<file path="src/twofish_block_cipher_core_assert.svh">
// Assertion macros for the Twofish core.
`ifndef TWOFISH_BLOCK_CIPHER_CORE_ASSERT_SVH
`define TWOFISH_BLOCK_CIPHER_CORE_ASSERT_SVH
`ifndef SYNTH
`define TF_ASSERT_IMPL(label, clk, rst_n, ante, cons) \
	label: assert property (@(posedge clk) disable iff (!rst_n) (ante) |-> (cons)) \
	else $error("assertion failed");
`define TF_ASSERT_NEXT(label, clk, rst_n, ante, cons) \
	label: assert property (@(posedge clk) disable iff (!rst_n) (ante) |=> (cons)) \
	else $error("assertion failed");
`else
`define TF_ASSERT_IMPL(label, clk, rst_n, ante, cons)
`define TF_ASSERT_NEXT(label, clk, rst_n, ante, cons)
`endif
`endif

</file>
<file path="src/tf_pkg.sv">
// Types, constants and GF/q functions shared by the Twofish core.
package tf_pkg;
	localparam int Rounds = 16;
	localparam int SubkeyCount = 40;
	localparam logic [8:0] RsPoly = 9'h14D;
	localparam logic [7:0] MdsPolyLow = 8'h69;
	localparam logic [31:0] Rho = 32'h02020202;

	typedef enum logic [2:0] {
		REG_KEY0 = 3'd0, REG_KEY1 = 3'd1, REG_KEY2 = 3'd2, REG_KEY3 = 3'd3,
		REG_KEY_SIZE = 3'd4, REG_CHAIN_MODE = 3'd5, REG_IV_LOW = 3'd6, REG_IV_HIGH = 3'd7
	} reg_idx_t;

	typedef enum logic [2:0] {
		ST_IDLE, ST_RS, ST_KEYGEN, ST_WHITE_IN, ST_ROUND, ST_WHITE_OUT, ST_DONE
	} state_t;

	typedef struct packed {
		logic        operation;
		logic [63:0] block_low;
		logic [63:0] block_high;
		logic        restart_chain;
		logic        last_block_in;
	} in_item_t;

	typedef struct packed {
		logic [63:0] result_low;
		logic [63:0] result_high;
		logic        last_block_out;
	} out_item_t;

	// control from the sequencer to the shared g/h unit
	typedef struct packed {
		logic [2:0] kw;
	} h_ctrl_t;

	function automatic logic [3:0] ror4(input logic [3:0] v);
		return {v[0], v[3:1]};
	endfunction

	function automatic logic [3:0] qt(input logic p, input logic [1:0] t, input logic [3:0] x);
		logic [63:0] row;
		unique case ({p, t})
			3'd0: row = 64'h4ACE95B023F6D718;
			3'd1: row = 64'hD9076A4F53218BCE;
			3'd2: row = 64'h17423F8C09D6E5AB;
			3'd3: row = 64'hAC5803B9E6214F7D;
			3'd4: row = 64'h5CA04913E67FDB82;
			3'd5: row = 64'h809F5AD673C4B2E1;
			3'd6: row = 64'hF3B28DE0A96157C4;
			default: row = 64'hA802F746ED3C159B;
		endcase
		return row[{x, 2'b00} +: 4];
	endfunction

	function automatic logic [7:0] qperm(input logic p, input logic [7:0] x);
		logic [3:0] a0, b0, a1, b1, a2, b2, a3, b3, a4, b4;
		a0 = x[7:4];
		b0 = x[3:0];
		a1 = a0 ^ b0;
		b1 = a0 ^ ror4(b0) ^ {a0[0], 3'b000};
		a2 = qt(p, 2'd0, a1);
		b2 = qt(p, 2'd1, b1);
		a3 = a2 ^ b2;
		b3 = a2 ^ ror4(b2) ^ {a2[0], 3'b000};
		a4 = qt(p, 2'd2, a3);
		b4 = qt(p, 2'd3, b3);
		return {b4, a4};
	endfunction

	function automatic logic [7:0] gfmul(input logic [7:0] a, input logic [7:0] b);
		logic [7:0] p, aa;
		p = '0;
		aa = a;
		for (int i = 0; i < 8; i++) begin
			if (b[i])
				p = p ^ aa;
			aa = aa[7] ? ({aa[6:0], 1'b0} ^ MdsPolyLow) : {aa[6:0], 1'b0};
		end
		return p;
	endfunction

	function automatic logic [31:0] rs_step(input logic [31:0] x);
		logic [7:0] b, g2, g3;
		b = x[31:24];
		g2 = {b[6:0], 1'b0} ^ (b[7] ? RsPoly[7:0] : 8'h00);
		g3 = {1'b0, b[7:1]} ^ (b[0] ? RsPoly[8:1] : 8'h00) ^ g2;
		return {x[23:0], 8'h00} ^ {g3, g2, g3, b};
	endfunction
endpackage

</file>
<file path="src/tf_h_unit.sv">
// Shared h function: key-dependent q/XOR layers and the MDS multiply.
module tf_h_unit (
	input  logic [31:0]     x,
	input  logic [31:0]     l0,
	input  logic [31:0]     l1,
	input  logic [31:0]     l2,
	input  logic [31:0]     l3,
	input  tf_pkg::h_ctrl_t ctrl,
	output logic [31:0]     z
);
	import tf_pkg::*;

	logic [7:0] y0, y1, y2, y3;
	logic [7:0] m [4];

	always_comb begin
		y0 = x[7:0];
		y1 = x[15:8];
		y2 = x[23:16];
		y3 = x[31:24];
		if (ctrl.kw >= 3'd4) begin
			y0 = qperm(1'b1, y0) ^ l3[7:0];
			y1 = qperm(1'b0, y1) ^ l3[15:8];
			y2 = qperm(1'b0, y2) ^ l3[23:16];
			y3 = qperm(1'b1, y3) ^ l3[31:24];
		end
		if (ctrl.kw >= 3'd3) begin
			y0 = qperm(1'b1, y0) ^ l2[7:0];
			y1 = qperm(1'b1, y1) ^ l2[15:8];
			y2 = qperm(1'b0, y2) ^ l2[23:16];
			y3 = qperm(1'b0, y3) ^ l2[31:24];
		end
		m[0] = qperm(1'b1, qperm(1'b0, qperm(1'b0, y0) ^ l1[7:0]) ^ l0[7:0]);
		m[1] = qperm(1'b0, qperm(1'b0, qperm(1'b1, y1) ^ l1[15:8]) ^ l0[15:8]);
		m[2] = qperm(1'b1, qperm(1'b1, qperm(1'b0, y2) ^ l1[23:16]) ^ l0[23:16]);
		m[3] = qperm(1'b0, qperm(1'b1, qperm(1'b1, y3) ^ l1[31:24]) ^ l0[31:24]);
		z[7:0]   = m[0] ^ gfmul(8'hEF, m[1]) ^ gfmul(8'h5B, m[2]) ^ gfmul(8'h5B, m[3]);
		z[15:8]  = gfmul(8'h5B, m[0]) ^ gfmul(8'hEF, m[1]) ^ gfmul(8'hEF, m[2]) ^ m[3];
		z[23:16] = gfmul(8'hEF, m[0]) ^ gfmul(8'h5B, m[1]) ^ m[2] ^ gfmul(8'hEF, m[3]);
		z[31:24] = gfmul(8'hEF, m[0]) ^ m[1] ^ gfmul(8'hEF, m[2]) ^ gfmul(8'h5B, m[3]);
	end
endmodule

</file>
<file path="config.mk">
export PLATFORM = sky130hd
export DESIGN_NAME = tf_h_unit
export DESIGN_NICKNAME = d
export VERILOG_FILES = /design/src/twofish_block_cipher_core_assert.svh /design/src/tf_pkg.sv /design/src/tf_h_unit.sv
export SDC_FILE = /design/constraint.sdc
export NUM_CORES = 1
export LEC_CHECK = 0
export BUFFER_PORTS_ARGS = -buffer_cell sky130_fd_sc_hd__buf_4
export CAP_MARGIN = 20
export CORE_MARGIN = 3
export CORE_UTILIZATION = 55
export DETAILED_ROUTE_END_ITERATION = 12
export GPL_ROUTABILITY_DRIVEN = 0
export PLACE_DENSITY = 0.73
export SYNTH_ARGS = -nofsm -noshare
export SYNTH_HDL_FRONTEND = slang
export SYNTH_SLANG_ARGS = --single-unit
</file>
<file path="constraint.sdc">
create_clock -name vclk -period 33.2
set_input_delay 6.64 -clock vclk [all_inputs]
set_output_delay 6.64 -clock vclk [all_outputs]
set_load 0.01 [all_outputs]
</file>
* Word level (Yosys, flattened, before mapping)
Index checks and enable logic that the tools add are counted.
** Word-level totals
- Flip-flop bits (word level) :: 0
- Latch bits :: 0
- Bits in writable memories :: 0
- Memory bits (read-only) :: 0
- Bits of input ports :: 163
- Output and inout bits :: 32
- Logic and storage cells :: 374
- Memories kept :: 0
** Operators by class
- Add/subtract/negate cells :: 0
- Multiply operators :: 0
- Div/mod/pow operators :: 0
- Order comparisons :: 2
- Equality and inequality tests :: 0
- Shifts and indexed selects :: 80
- Mux-type cells :: 88
- Bitwise logic cells :: 204
- Reduce and logical (&&, ||, !) cells :: 0
** Operators with widths (number)
- $shiftx A64 B7 Y4 const A :: 48
- $shiftx A64 B7 Y4 :: 32
- $mux W64 :: 16
- $xor A4 B4 Y4 :: 120
- $mux W8 :: 28
- $xor A8 B8 Y8 :: 28
- $mux W7 :: 12
- $not A3 Y3 :: 24
- $mux W6 :: 8
- $not A2 Y2 :: 24
- $mux W5 :: 8
- $mux W4 :: 8
- $mux W3 :: 8
- $not A6 Y6 :: 4
- $not A5 Y5 :: 4
- $ge A3 B2 Y1 const B :: 1
- $ge A3 B3 Y1 const B :: 1

* Depth between registers and ports, before layout
Gate-level depths: netlist (run 1).
- Depth in word-level cells :: 53
- Depth in mapped cells :: 73
- Mapped depth without buffers :: 71

* Least setup slack after synthesis (run 1)
No wires, ideal clock.
- Kind :: in2out
- From :: in x[28]
- To :: out z[19]
- Arrival :: 20.727 ns
- Data required time :: 26.560 ns
- Setup slack :: 5.833 ns
- Stages on the path :: 68
- Buffers on the path :: 3
- Cells stage by stage :: buf_2 -> xor2_1 -> inv_2 -> ha_1 -> mux4_2 -> xnor2_1 -> inv_1 -> ha_1 -> inv_1 -> a21o_1 -> o21ai_0 -> xor2_1 -> mux2i_1 -> xor2_1 -> ha_1 -> nor2_1 -> and4_1 -> a211oi_2 -> (+32 left out) -> inv_1 -> nor3_1 -> a2111oi_0 -> nand3_1 -> xor2_1 -> inv_2 -> ha_1 -> or4_1 -> o221a_2 -> xnor2_1 -> inv_1 -> ha_1 -> mux2i_1 -> mux2_2 -> xnor2_1 -> xor2_1 -> xor2_1 -> xnor2_1
** Between the ends
- Cells in the longest elaborated chain, start to end :: 46
- Elaborated cells between the ends (all ways) :: 67
- Classes of those cells :: 20 x shift; 9 x mux; 38 x bitwise
** RTL lines
- from (decl) :: line tf_h_unit.sv:3 : input logic [31:0] x,
- $xor A4 B4 Y4 (2 in series) :: line tf_pkg.sv:61 : b1 = a0 ^ ror4(b0) ^ {a0[0], 3'b000};
- $shiftx A64 B7 Y4 :: line tf_pkg.sv:53 : return row[{x, 2'b00} +: 4];
- $xor A4 B4 Y4 (2 in series) :: line tf_pkg.sv:65 : b3 = a2 ^ ror4(b2) ^ {a2[0], 3'b000};
- $shiftx A64 B7 Y4 :: line tf_pkg.sv:53
- $xor A8 B8 Y8 :: line tf_h_unit.sv:25 : y3 = qperm(1'b1, y3) ^ l3[31:24];
- $mux W8 * :: line tf_h_unit.sv:21 : if (ctrl.kw >= 3'd4) begin
- $xor A4 B4 Y4 (2 in series) :: line tf_pkg.sv:61
- $shiftx A64 B7 Y4 :: line tf_pkg.sv:53
- (+27 left out)
- $mux W4 :: line tf_pkg.sv:76 : if (b[i])
- $not A3 Y3 (no line)
- $mux W5 :: line tf_pkg.sv:76
- $not A3 Y3 (no line)
- $mux W6 * :: line tf_pkg.sv:76
- $mux W7 * :: line tf_pkg.sv:76
- $mux W8 * :: line tf_pkg.sv:76
- $xor A8 B8 Y8 * :: line tf_h_unit.sv:39 : z[23:16] = gfmul(8'hEF, m[0]) ^ gfmul(8'h5B, m[1]) ^ m[2] ^ gfmul(8'hEF, m[3]);
- to (decl) :: line tf_h_unit.sv:9 : output logic [31:0] z
Mark *: on every way between the ends. The rest lies on a longest branch, timed or not.

* Worst setup path after layout (run 1)
- From :: in x[29]
- To :: out z[19]
The elaborated chain is that of the path after synthesis.

==> results of run 1 <==
==> critical path: cells and delay by family <==
| family | cells | cell delay [ps] |
|---|---|---|
| AO/OA/AOI/OAI | 11 | 2890 |
| XOR/XNOR | 10 | 3400 |
| AND/OR/NAND/NOR | 18 | 4250 |
| multiplexers | 6 | 2140 |
| adder cells (fa/ha/maj) | 9 | 2460 |
| buffers and inverters | 12 | 1610 |
==> metrics by stage <==
| step | utilization [%] | setup WS, ps | hold slack [ps] | cells | instance area (um2) |
|---|---|---|---|---|---|
| after floorplan | - | 5833 | 14390 | 3148 | 25310 |
| after global placement | 60.84 | 4141 | 14790 | 3887 | 27250 |
| after detailed placement | 60.84 | 3424 | 14770 | 3887 | 27250 |
| after CTS | 60.84 | 3394 | 14770 | 3887 | 27250 |
| after global routing | 60.85 | 1912 | 14900 | 3890 | 27260 |
| final | 60.85 | 3181 | 14760 | 3890 | 27260 |
==> layout make-up <==
type / instances / area [um2] / area share [%]
well taps: 592 / 740.7 / 2.717
inverters: 246 / 923.4 / 3.387
repair buffers: 198 / 1486 / 5.452
multi-input cells: 2851 / 24100 / 88.42
diodes: 3 / 7.507 / 0.02754
==> synthesized netlist by cell type (16+ instances only) <==
master	number
nor3_1	98
o21ai_0	101
inv_2	21
nand3_1	84
o21ai_1	25
ha_1	274
or3_1	51
a31oi_1	31
and4_1	20
mux2i_1	193
xnor2_2	50
inv_1	225
o211ai_1	48
nor2_1	192
xnor3_1	27
a211o_1	24
nand2_1	158
o21a_1	39
a22oi_1	16
a211oi_1	51
xnor2_1	293
a21o_1	29
xor2_2	25
a21oi_1	115
mux4_2	24
clkbuf_1	23
nor4_1	38
xor2_1	150
nand2b_1	27
and2_1	42
and3_1	54
mux2_2	59
o211a_1	20
o22ai_1	26
o2111ai_1	18
nand4_1	33
o31ai_1	28
==> cells in the final DEF, fill, tap and decap left out, types with 26 or more instances in the layout <==
cell	n
nor3_1	98
or3_1	51
ha_1	274
o21a_1	39
xnor2_1	293
nor2_1	192
and3_1	54
nand2_1	157
buf_4	198
xnor3_1	27
nand2b_1	27
o22ai_1	26
nor4_1	38
nand4_1	33
nand3_1	84
inv_1	225
a21oi_1	114
xnor2_2	50
a31oi_1	31
a211oi_1	51
mux2i_1	193
a21o_1	29
o21ai_0	101
xor2_1	150
mux2_2	59
o31ai_1	28
and2_1	42
o211ai_1	48
==> per-layer routing <==
| layer | up-vias | part of all wire (%) | GRT usage [%] | routed length, um |
|---|---|---|---|---|
| met1 | 11450 | 44 | 33.28 | 29400 |
| met2 | 659 | 49 | 48.50 | 33170 |
| met5 | - | 0.034 | 0 | 23 |
| met3 | 82 | 5.2 | 2.197 | 3466 |
| met4 | 4 | 1.8 | 4.798 | 1179 |
| li1 | 12000 | - | - | - |
==> logic make-up after synthesis <==
logic type / synth area share [%]
muxes: 13.86
xor gates and xnor gates: 24.36
and+or+nand+nor: 19.28
buffers and inverters: 4.834
adders and majority gates: 13.62
AOI/OAI and AO/OA: 24.05
==> worst min path at each step <==
stage,startpoint,endpoint,slack [ps],depth (start not counted)
2_1_floorplan,l0[12],z[10],14390,8
3_3_place_gp,l0[0],z[3],14790,11
3_5_place_dp,l0[0],z[3],14770,11
4_1_cts,l0[0],z[3],14770,11
5_1_grt,l0[12],z[10],14900,10
6_report,l0[0],z[3],14760,11
==> flow_summary.yaml, run 1 <==
die:
  die_height_um: 220.5
  num_io_pins: 195
  core_um2: 44800
  rows: 77
  fp.dieW_um: 220.5
  initial_core_util_pct: 56.51
  die-area_um2: 48640
setup_path:
  critPathRequiredTime_ps: 26560
  cp_data_arrival_time_ps: 23380
  max_stage_delay_ps: 540
  cpMaxStageDelayCell: "mux4_2"
  crit_fanout: 9
  crit_end: "z[19]"
  endpoint_kind: "output pin"
  setup.worst_path.start: "x[29]"
  criticalPathCategory: "in2out"
  cp-start-kind: "input port"
sta:
  final_hold_viol_count: 0
  tns_ps: 0
  min_period_ps: 30020
  setup_viol: 0
  worst_slew_pin_slew_ps: 1095
  fmax_ghz: 0.03331
  worst_slew_margin_rel_pct: 26.47
  slew_viol_final: 0
  rsz0062_at_grt: "false"
  fin_crit_sh_pct: 90.42
routing:
  postRouteAntennaNets: 0
  vias: 24190
  viasPerCell: 6.220
  drt_wl_total_mm: 67.24
  wl_per_cell_um: 17.28
  first_pass_iters: 5
  drt-initial-drc-count: 1576
  drc: 0
clock_network:
  cts_resized: 0
  cts_hold_repair.buffers: 0
  post_cts_buffers: 0
logic_synthesis:
  synth_area_um2: 25310
  syn_area_per_cell_um2: 8.041
  yosys_warnings: 0
  yosysSeqAreaShare_pct: 0
  synth_nets: 3585
  synth.area.top_cells: "ha_1, xnor2_1, mux2i_1"
  synth_top_area_share_pct: 13.54
  ys_types: 129
  synth_cells: 3148
  yosys.area.top_type: "ha_1"
status:
  status: "completed"
global_routing:
  gr-usage-all-layers_pct: 26.15
  antenna_found_initial: 5
  grt_max_degree: 87
  grt_pass1_wl_mm: 109.9
  overflow: 0
  grt_pass1_vias: 23020
layout:
  nClkBuffers: 0
  seq_area_um2: 0
  fillers: 3987
  layout.nets: 3734
  drive_gt1_share_pct: 15.81
  area_growth_pct: 7.696
  nFlopsAndLatches: 0
job:
  maxCapViolCount: 0
place:
  hpwl_mm: 56.44
  io_buffers: 195
min_path:
  hp-class: "in2out"
Power of run 1 is not shown: default switching activity piles up to over one toggle a cycle in this logic, so the estimate is an artifact.
==> run 2, diff against run 1 <==
--- a/config.mk
+++ b/config.mk
@@ -7,11 +7,13 @@
 export LEC_CHECK = 0
 export BUFFER_PORTS_ARGS = -buffer_cell sky130_fd_sc_hd__buf_4
 export CAP_MARGIN = 20
+export CELL_PAD_IN_SITES_DETAIL_PLACEMENT = 0
+export CELL_PAD_IN_SITES_GLOBAL_PLACEMENT = 1
 export CORE_MARGIN = 3
-export CORE_UTILIZATION = 55
+export CORE_UTILIZATION = 49
 export DETAILED_ROUTE_END_ITERATION = 12
 export GPL_ROUTABILITY_DRIVEN = 0
-export PLACE_DENSITY = 0.73
+export PLACE_DENSITY = 0.85
 export SYNTH_ARGS = -nofsm -noshare
 export SYNTH_HDL_FRONTEND = slang
 export SYNTH_SLANG_ARGS = --single-unit
==> flow_summary.yaml, run 2 (synthesized netlist as in run 1, its figures left out) <==
layout:
  seq_area_um2: 0
  finalCoreUtilization_pct: 54.10
  final_cell_mix: "xnor2_1, ha_1, inv_1"
  layout.nets: 3734
  drive_gt1_share_pct: 15.81
  area_growth_pct: 8.091
  nFlopsAndLatches: 0
  nClkBuffers: 0
  final_common_cell: "xnor2_1"
min_path:
  holdPathEnd: "z[3]"
  hp-class: "in2out"
  hold_depth: 11
  min_from: "l0[0]"
sta:
  fin_crit_sh_pct: 90.47
  final_hold_viol_count: 0
  min_period_ps: 30040
  tns_ps: 0
  fmax_ghz: 0.03329
  worst_slew_pin_slew_ps: 1020
  rsz0062_at_grt: "false"
  worst_slew_margin_rel_pct: 31.53
  slew_viol_final: 0
  setup_viol: 0
die:
  die_height_um: 233.3
  num_io_pins: 195
  core_um2: 50580
  fp.dieW_um: 233.3
  initial_core_util_pct: 50.05
  die-area_um2: 54420
  rows: 82
global_routing:
  gr-usage-all-layers_pct: 23.70
  antenna_found_initial: 2
  grt_pass1_vias: 22700
  grt_max_degree: 87
  overflow: 0
  grt_pass1_wl_mm: 111.4
job:
  maxCapViolCount: 0
place:
  io_buffers: 195
  hpwl_mm: 57.46
routing:
  drt-initial-drc-count: 1400
  drt_wl_total_mm: 68.28
  postRouteAntennaNets: 0
  first_pass_iters: 5
  viasPerCell: 6.090
  wl_per_cell_um: 17.20
  vias: 24180
  drc: 0
setup_path:
  critPathRequiredTime_ps: 26560
  max_stage_delay_ps: 550
  cp_data_arrival_time_ps: 23400
  endpoint_kind: "output pin"
  criticalPathCategory: "in2out"
  crit_fanout: 9
  cp-start-kind: "input port"
  cpMaxStageDelayCell: "mux4_2"
clock_network:
  post_cts_buffers: 0
  cts_resized: 0
  cts_hold_repair.buffers: 0
status:
  status: "completed"
-- run 2: cell counts in the layout (fill, tap and decap cells not counted) --
No cell type changed its count.
-- run 2: worst max-delay path: cells and delay by family --
family,cells,cell delay (ps)
and+or+nand+nor,18,4210
xor gates and xnor gates,10,3470
AOI/OAI and AO/OA,11,2960
adders and majority gates,9,2450
muxes,6,2050
buffers and inverters,12,1590
-- run 2: worst max path at each step --
stage	startpoint	depth (start not counted)	end
after global routing	x[2]	64	z[12]
after global placement	x[29]	66	z[19]
after detailed placement	x[29]	66	z[19]
final	x[29]	66	z[19]
after floorplan	x[28]	68	z[19]
after CTS	x[29]	66	z[19]
-- run 2: routing by layer --
layer	global-route usage, %	part of all wire, %	vias to the layer above
li1	-	-	11990
met1	31.36	46	11570
met2	43.75	49	553
met3	1.183	3.8	62
met4	2.444	1.1	2
met5	0	0.019	-
-- run 2: final cells by class --
cell class / instances / area, um2
antenna: 3 / 7.507
fill: 4716 / 23220
inverter: 246 / 923.4
multi-input combinational: 2851 / 24100
tap: 672 / 840.8
timing repair buffer: 198 / 1486
-- run 2: through the flow --
stage / hold slack (ps) / setup slack [ps] / cell area [um2] / cells
after floorplan: 14390 / 5833 / 25310 / 3148
after global placement: 14810 / 3669 / 27360 / 3967
after detailed placement: 14840 / 3300 / 27360 / 3967
after CTS: 14850 / 3264 / 27360 / 3967
after global routing: 14980 / 1708 / 27360 / 3968
final: 14840 / 3163 / 27360 / 3970
Power of run 2 is left out for the same reason.
==> run 3, diff against run 2 <==
==> constraint.sdc (replaced) <==
create_clock -name vclk -period 27.8
set_input_delay 5.56 -clock vclk [all_inputs]
set_output_delay 5.56 -clock vclk [all_outputs]
set_load 0.01 [all_outputs]
==> flow_summary.yaml, run 3 (synthesized netlist as in run 1, its figures left out) <==
status:
  status: "completed"
die:
  die_height_um: 233.3
  fp.dieW_um: 233.3
  core_um2: 50580
  rows: 82
  num_io_pins: 195
  die-area_um2: 54420
  initial_core_util_pct: 50.05
routing:
  vias: 24210
  viasPerCell: 6.083
  wl_per_cell_um: 17.39
  drt_wl_total_mm: 69.23
  postRouteAntennaNets: 0
  first_pass_iters: 5
  drt-initial-drc-count: 1488
  drc: 0
min_path:
  holdPathEnd: "z[23]"
  min_from: "l0[27]"
  hp-class: "in2out"
  hold_depth: 10
layout:
  nFlopsAndLatches: 0
  area_growth_pct: 10.16
  layout.nets: 3745
  drive_gt1_share_pct: 17.60
  seq_area_um2: 0
  final_common_cell: "ha_1"
  final_cell_mix: "ha_1, xnor2_1, inv_1"
  nClkBuffers: 0
sta:
  setup_viol: 0
  worst_slack_ps: 1036
  min_period_ps: 26760
  worst_slew_pin_slew_ps: 1095
  slew_viol_final: 0
  final_hold_viol_count: 0
  worst_slew_margin_rel_pct: 26.91
  fmax_ghz: 0.03736
  fin_crit_sh_pct: 96.27
setup_path:
  crit_fanout: 9
  cp_data_arrival_time_ps: 21200
  cp-start-kind: "input port"
  setup.worst_path.start: "x[12]"
  crit_top_cell: "ha_1"
  endpoint_kind: "output pin"
  criticalPathCategory: "in2out"
  critPathRequiredTime_ps: 22240
  max_stage_delay_ps: 560
  cpMaxStageDelayCell: "mux4_2"
global_routing:
  grt_pass1_vias: 22920
  overflow: 0
  gr-usage-all-layers_pct: 23.74
  grt_max_degree: 87
  grt_pass1_wl_mm: 111.4
  antenna_found_initial: 3
place:
  io_buffers: 195
  dp_slack_ps: 62.77
  hpwl_mm: 57.72
clock_network:
  cts_hold_repair.buffers: 0
job:
  maxCapViolCount: 0
-- run 3: worst max path at each step --
stage,endpoint,cells after the start
2_1_floorplan,z[19],68
3_3_place_gp,z[27],66
3_5_place_dp,z[27],66
4_1_cts,z[27],66
5_1_grt,z[19],66
6_report,z[5],62
-- run 3: repair_timing --
action / CTS / global route
setup buffers: 0 / 1
gates resized for setup: 0 / 67
endpoints found under the setup margin: 0 / 32
-- run 3: area by class of cell --
type	count	area, um2
Multi-Input combinational cell	2851	24550
Timing Repair Buffer	209	1569
Tap cell	672	840.8
Inverter	246	923.4
Antenna cell	2	5.005
Fill cell	4705	22700
-- run 3: per-stage QoR --
step                      setup TNS [ps]  instance area (um2)  cells  util, %  hold WS, ps
after floorplan                        0                25310   3148        -        12230
after global placement                 0                27430   3977    54.23        12660
after detailed placement               0                27430   3977    54.23        12690
after CTS                              0                27430   3977    54.23        12700
after global routing              -620.3                27890   3980    55.13        12780
final                                  0                27890   3980    55.13        12660
-- run 3: layer usage --
layer  vias up  track usage (%)  wire length [um]
met3        59            1.037              2666
met1     11600            31.06             31400
met5         -                0                11
met2       532            44.14             34350
li1      12020                -                 -
met4         2            2.945               801
-- run 3: worst max-delay path: cells and delay by family --
family	cells	cell delay (ps)
multiplexers	4	1150
XOR/XNOR	10	2760
buffers and inverters	9	910
AO/OA/AOI/OAI	16	3960
AND/OR/NAND/NOR	14	4150
adder cells (fa/ha/maj)	9	2660
Power of run 3 is left out for the same reason.
